### src/sv/lmab_pkg.sv
// ----------------------------------------------------------------------------
// lmab_pkg
// Shared types and constants of the label map adjacency builder: the word
// codes, the pixel word handed from the line stage to the pair stage, and the
// group of new pairs that one pixel produces.
// ----------------------------------------------------------------------------
package lmab_pkg;

  localparam int LABEL_W     = 8;
  localparam int NB_N        = 4;
  localparam int NB_W        = 2;
  localparam int CFG_W       = 13;
  localparam int GRP_CNT_W   = 3;
  localparam int WIDTH_RESET = 640;

  typedef enum logic {
    OP_PIXEL = 1'b0,
    OP_CLEAR = 1'b1
  } op_t;

  typedef logic [LABEL_W-1:0] label_t;

  // Neighbour order: left, up-left, up, up-right.
  typedef struct packed {
    op_t                 op;
    label_t              lab;
    label_t [NB_N-1:0]   nb;
    logic   [NB_N-1:0]   have;
  } pix_item_t;

  typedef struct packed {
    logic   [GRP_CNT_W-1:0] cnt;
    label_t [NB_N-1:0]      lo;
    label_t [NB_N-1:0]      hi;
  } pair_grp_t;

endpackage

### src/sv/lmab_ser.sv
// ----------------------------------------------------------------------------
// lmab_ser
// Output stage: holds the group of new pairs of one pixel and hands them out
// one word at a time, marking the final pair of the group.
// ----------------------------------------------------------------------------
module lmab_ser (
  input  logic                 clk,
  input  logic                 rst_n,
  input  logic                 grp_v,
  input  lmab_pkg::pair_grp_t  grp,
  output logic                 grp_ready,
  output logic                 out_valid,
  input  logic                 out_stall,
  output lmab_pkg::label_t     out_label_low,
  output lmab_pkg::label_t     out_label_high,
  output logic                 out_last_pair
);
  import lmab_pkg::*;

  logic            ser_v_r;
  pair_grp_t       grp_r;
  logic [NB_W-1:0] idx_r;
  logic            take;
  logic            last;

  assign last      = ((GRP_CNT_W'(idx_r) + GRP_CNT_W'(1)) == grp_r.cnt);
  assign take      = ser_v_r && !out_stall;
  assign grp_ready = !ser_v_r || (take && last);

  always_ff @(posedge clk) begin
    if (!rst_n) begin
      ser_v_r <= 1'b0;
      idx_r   <= '0;
    end else begin
      if (grp_v && grp_ready) begin
        ser_v_r <= 1'b1;
        idx_r   <= '0;
      end else if (take) begin
        if (last) begin
          ser_v_r <= 1'b0;
        end
        idx_r <= idx_r + NB_W'(1);
      end
    end
  end

  always_ff @(posedge clk) begin
    if (grp_v && grp_ready) begin
      grp_r <= grp;
    end
  end

  assign out_valid      = ser_v_r;
  assign out_label_low  = grp_r.lo[idx_r];
  assign out_label_high = grp_r.hi[idx_r];
  assign out_last_pair  = last;

endmodule

### config.mk
export PLATFORM = sky130hd
export DESIGN_NAME = lmab_ser
export DESIGN_NICKNAME = d
export VERILOG_FILES = /design/src/sv/lmab_pkg.sv /design/src/sv/lmab_ser.sv
export SDC_FILE = /design/constraint.sdc
export NUM_CORES = 1
export LEC_CHECK = 0
export BUFFER_PORTS_ARGS = -buffer_cell sky130_fd_sc_hd__buf_2
export CORE_MARGIN = 4
export CORE_UTILIZATION = 44
export DETAILED_ROUTE_END_ITERATION = 6
export GPL_ROUTABILITY_DRIVEN = 0
export GPL_TIMING_DRIVEN = 0
export PLACE_DENSITY = 0.7
export SYNTH_ARGS = -nofsm -noshare
export SYNTH_HDL_FRONTEND = slang
export SYNTH_SLANG_ARGS = --single-unit
### constraint.sdc
create_clock -name clk -period 4.75 [get_ports clk]
set_input_delay 0.2375 -clock clk [delete_from_list [all_inputs] [get_ports clk]]
set_output_delay 0.2375 -clock clk [all_outputs]
set_load 0.01 [all_outputs]
==> run_results.csv <==
group,metric,value,unit
status,outcome,"finished, final reports clean",
setup_path,timing.critical_path.arrival,2.60,ns
sta,timing.clock.skew,0.0121,ns
yosys,multiplexer_share_of_the_synthesized_area,14.6,%
flow_run,max_cap_viol_count,0,
drt,met3_length,628,um
placement,placed_cells_incl_taps,275,
drt,met2_wirelength,2690,um
placement,place_hpwl,3820,um
worst_hold_path,timing.hold.worst_path_depth,1,
clock_network,cts_htree_levels,3,
drt,wl,5130,um
floorplan,die_span_in_x,85.6,um
placement,io_buffer_count,89,
drt,dr_total_vias,1471,
drt,drt_iter0_drc,83,
sta,setup_ws,2.19,ns
yosys,synth_compound_gate_area_share,2.22,%
clock_network,ctsResizeCount,0,
grt,first_global_vias,1687,
clock_network,ctsRootBufferMaster,"sky130_fd_sc_hd__clkbuf_8",
sta,setup_tns,0,ns
yosys,synth_xor_area_share,1.28,%
clock_network,tritoncts.num_buffers,9,
yosys,simple_gate_share_of_the_synthesized_area,1.80,%
cells_and_area,final_layout_size_suffix_gt1_share,56.6,%
floorplan,fp-row-count,27,
clock_network,clock_latency,0.34,ns
setup_path,endpoint_kind,"flop",
cells_and_area,nFillCells,439,
clock_network,clkSlewWorstSetupHoldPaths,0.08,ns
sta,tightestPinTransition,0.958,ns
grt,grt_antenna_before_repair,0,
yosys,yosysWarningCount,0,
sta,slew-limit-headroom,35.9,%
drt,ant_nets,0,
yosys,synth-seq-cells,70,
sta,setup_repair_after_global_routing_missed_its_margin,"no",
sta,layout_min_cycle_time,2.56,ns
yosys,synth.avg_cell_area,24.1,um2
setup_path,category_of_the_critical_setup_timing_path,"reg -> reg",
clock_network,tritoncts,"built",
cells_and_area,antenna_cells,0,
placement,post_dp_cell_area,0.00325,mm2
clock_network,cts.repair_timing.setup_buffer_count,0,
setup_path,timing.reg2reg.worst_path_depth,5,
sta,period_utilization_post_route,53.9,%
yosys,postSynthCellCount,110,
floorplan,dieArea,0.00732,mm2
floorplan,ios,90,
cells_and_area,layout.core_utilization,61.1,%
yosys,yosysUniqueCellTypes,21,
sta,max_clock_freq,391,MHz
yosys,syn_area,0.00265,mm2
cells_and_area,num-nets-final,286,
clock_network,clock_path_buffers,2,
grt,largest_net_degree_at_the_start_of_global_routing,18,
cells_and_area,layout.cell_area.non_filler,0.00347,mm2
drt,drt-met1-wl,1780,um
pwr,irDropWorstVdd,0.246,mV
clock_network,number_of_buffers_inserted_for_hold_repair_after_clock_tree_synthesis,0,
setup_path,critical_path.startpoint,"idx_r[0]",
setup_path,timing.rr.end,"grp_r[31]",
setup_path,crit_path_start_kind,"flop",
drt,per_cell_routed_wire_length,17.6,um
setup_path,critical_path_required,4.79,ns
pwr,leakage,1.35,nW
drt,firstDrtPassIters,4,
drt,route.detailed.vias_per_inst,5.05,
pwr,powerDensity,394,mW/mm2
drt,drt_drc_violations_left,0,
placement,dpl_worst_slack,2.14,ns
grt,total_overflow_reported_by_the_global_router,0,
yosys,yosys.area_share.adder,0.473,%
setup_path,crit-reg2reg-launch,"idx_r[0]",
sta,setup_violators_final,0,
yosys,synth_top_family_by_area,"multiplexers",
setup_path,rrSetupSlack,2.19,ns
worst_hold_path,min_to,"grp_r[58]",
floorplan,core,0.00568,mm2
yosys,mappedNetlistNets,182,
grt,grt.total_usage,15.3,%
sta,hold_violations,0,
floorplan,floorplan.initialDensity,46.6,%
setup_path,worstPathMaxFanout,17,
worst_hold_path,timing.hold.worst.start,"grp[58]",
floorplan,dieHeight,85.6,um
drt,route.top_layer_used,"met4",
cells_and_area,instances_no_fill,291,
worst_hold_path,kind_of_path_behind_the_tightest_hold_check,"in -> reg",
sta,final_max_slew_viol_count,0,
clock_network,clock_sinks,70,
cells_and_area,areaGrowthSynthToFinish,31.0,%
yosys,synth.yosys.seq_area_share,78.3,%
grt,grt_pass1_wl,8290,um
-- cells by family after synthesis --
kind of cell / after synthesis
flip-flops: 70
AND/OR/NAND/NOR: 8
multiplexers: 16
buffers and inverters: 6
AO/OA/AOI/OAI: 6
adder cells (fa/ha/maj): 1
XOR/XNOR: 3
-- stage by stage --
step	hold slack, ns	total power, mW
final	0.0697	1.37
after CTS	0.0515	1.39
after global placement	0.414	0.856
after detailed placement	0.416	0.869
after floorplan	0.336	0.806
after global routing	0.0396	1.43
-- how the worst max path moves through the flow --
stage / slack (ns) / cells after the start / end
5_1_grt: 2.02 / 5 / grp_r[22]
4_1_cts: 2.14 / 5 / grp_r[22]
3_5_place_dp: 2.14 / 5 / grp_r[23]
6_report: 2.19 / 5 / grp_r[31]
2_1_floorplan: 1.11 / 3 / grp_r[0]
3_3_place_gp: 0.53 / 3 / grp_r[14]
-- flip-flops by register name, indices dropped and copies added (netlist names) --
name / flops
out_valid: 1
idx_r: 2
grp_r: 67
-- power breakdown --
part	total, mW	switching (mW)	internal [mW]
Sequential	0.734	0.0105	0.723
Clock	0.515	0.219	0.296
Combinational	0.119	0.0575	0.0613
-- layout make-up --
type | count | area (um2) | area share, %
buffer | 4 | 28.8 | 0.830
clock buffer | 9 | 124 | 3.57
clock inverter | 7 | 96.3 | 2.78
inverter | 2 | 7.51 | 0.217
multi-input combinational | 34 | 551 | 15.9
sequential | 70 | 2070 | 59.8
tap | 72 | 90.1 | 2.60
timing repair buffer | 93 | 498 | 14.4
-- cells in the mapped netlist --
| master | number | area share [%] |
|---|---|---|
| sky130_fd_sc_hd__a211oi_1 | 1 | 0.28 |
| sky130_fd_sc_hd__a21oi_1 | 2 | 0.38 |
| sky130_fd_sc_hd__buf_2 | 2 | 0.38 |
| sky130_fd_sc_hd__buf_4 | 1 | 0.28 |
| sky130_fd_sc_hd__buf_6 | 1 | 0.43 |
| sky130_fd_sc_hd__dfxtp_1 | 3 | 2.3 |
| sky130_fd_sc_hd__edfxtp_1 | 67 | 76 |
| sky130_fd_sc_hd__ha_1 | 1 | 0.47 |
| sky130_fd_sc_hd__inv_1 | 2 | 0.28 |
| sky130_fd_sc_hd__mux4_1 | 7 | 6.9 |
| sky130_fd_sc_hd__mux4_2 | 9 | 7.7 |
| sky130_fd_sc_hd__nand2_1 | 1 | 0.14 |
| sky130_fd_sc_hd__nand2b_1 | 3 | 0.71 |
| sky130_fd_sc_hd__nand3_1 | 1 | 0.19 |
| sky130_fd_sc_hd__nand3b_1 | 1 | 0.28 |
| sky130_fd_sc_hd__nor3_1 | 1 | 0.19 |
| sky130_fd_sc_hd__nor3b_1 | 1 | 0.28 |
| sky130_fd_sc_hd__o41ai_1 | 1 | 0.33 |
| sky130_fd_sc_hd__o41ai_2 | 2 | 1.2 |
| sky130_fd_sc_hd__xnor2_2 | 1 | 0.61 |
| sky130_fd_sc_hd__xor2_1 | 2 | 0.66 |
-- layout by cell type (no fill, tap or decap), types with 2 or more instances in the layout --
master,instances
sky130_fd_sc_hd__dfxtp_1,3
sky130_fd_sc_hd__edfxtp_1,67
sky130_fd_sc_hd__clkinvlp_4,2
sky130_fd_sc_hd__clkbuf_8,9
sky130_fd_sc_hd__a21oi_1,2
sky130_fd_sc_hd__buf_2,91
sky130_fd_sc_hd__inv_1,2
sky130_fd_sc_hd__nand2b_1,3
sky130_fd_sc_hd__buf_6,3
sky130_fd_sc_hd__buf_8,2
sky130_fd_sc_hd__bufinv_16,2
sky130_fd_sc_hd__mux4_1,7
sky130_fd_sc_hd__mux4_2,9
sky130_fd_sc_hd__xor2_1,2
-- layer usage --
| metal | global-route usage, % | vias up |
|---|---|---|
| li1 | - | 679 |
| met3 | 8.55 | 4 |
| met4 | 3.88 | 0 |
| met5 | 0 | - |
| met1 | 15.8 | 704 |
| met2 | 26.9 | 84 |
-- critical path, stage by stage, from the launching register on --
cell and delay (ns):
sky130_fd_sc_hd__dfxtp_1 0.33, sky130_fd_sc_hd__ha_1 0.34, sky130_fd_sc_hd__xor2_1 0.24, sky130_fd_sc_hd__o41ai_4 0.91, sky130_fd_sc_hd__buf_8 0.24, sky130_fd_sc_hd__buf_6 0.20
Note: power is estimated with default switching activity, not from simulation.
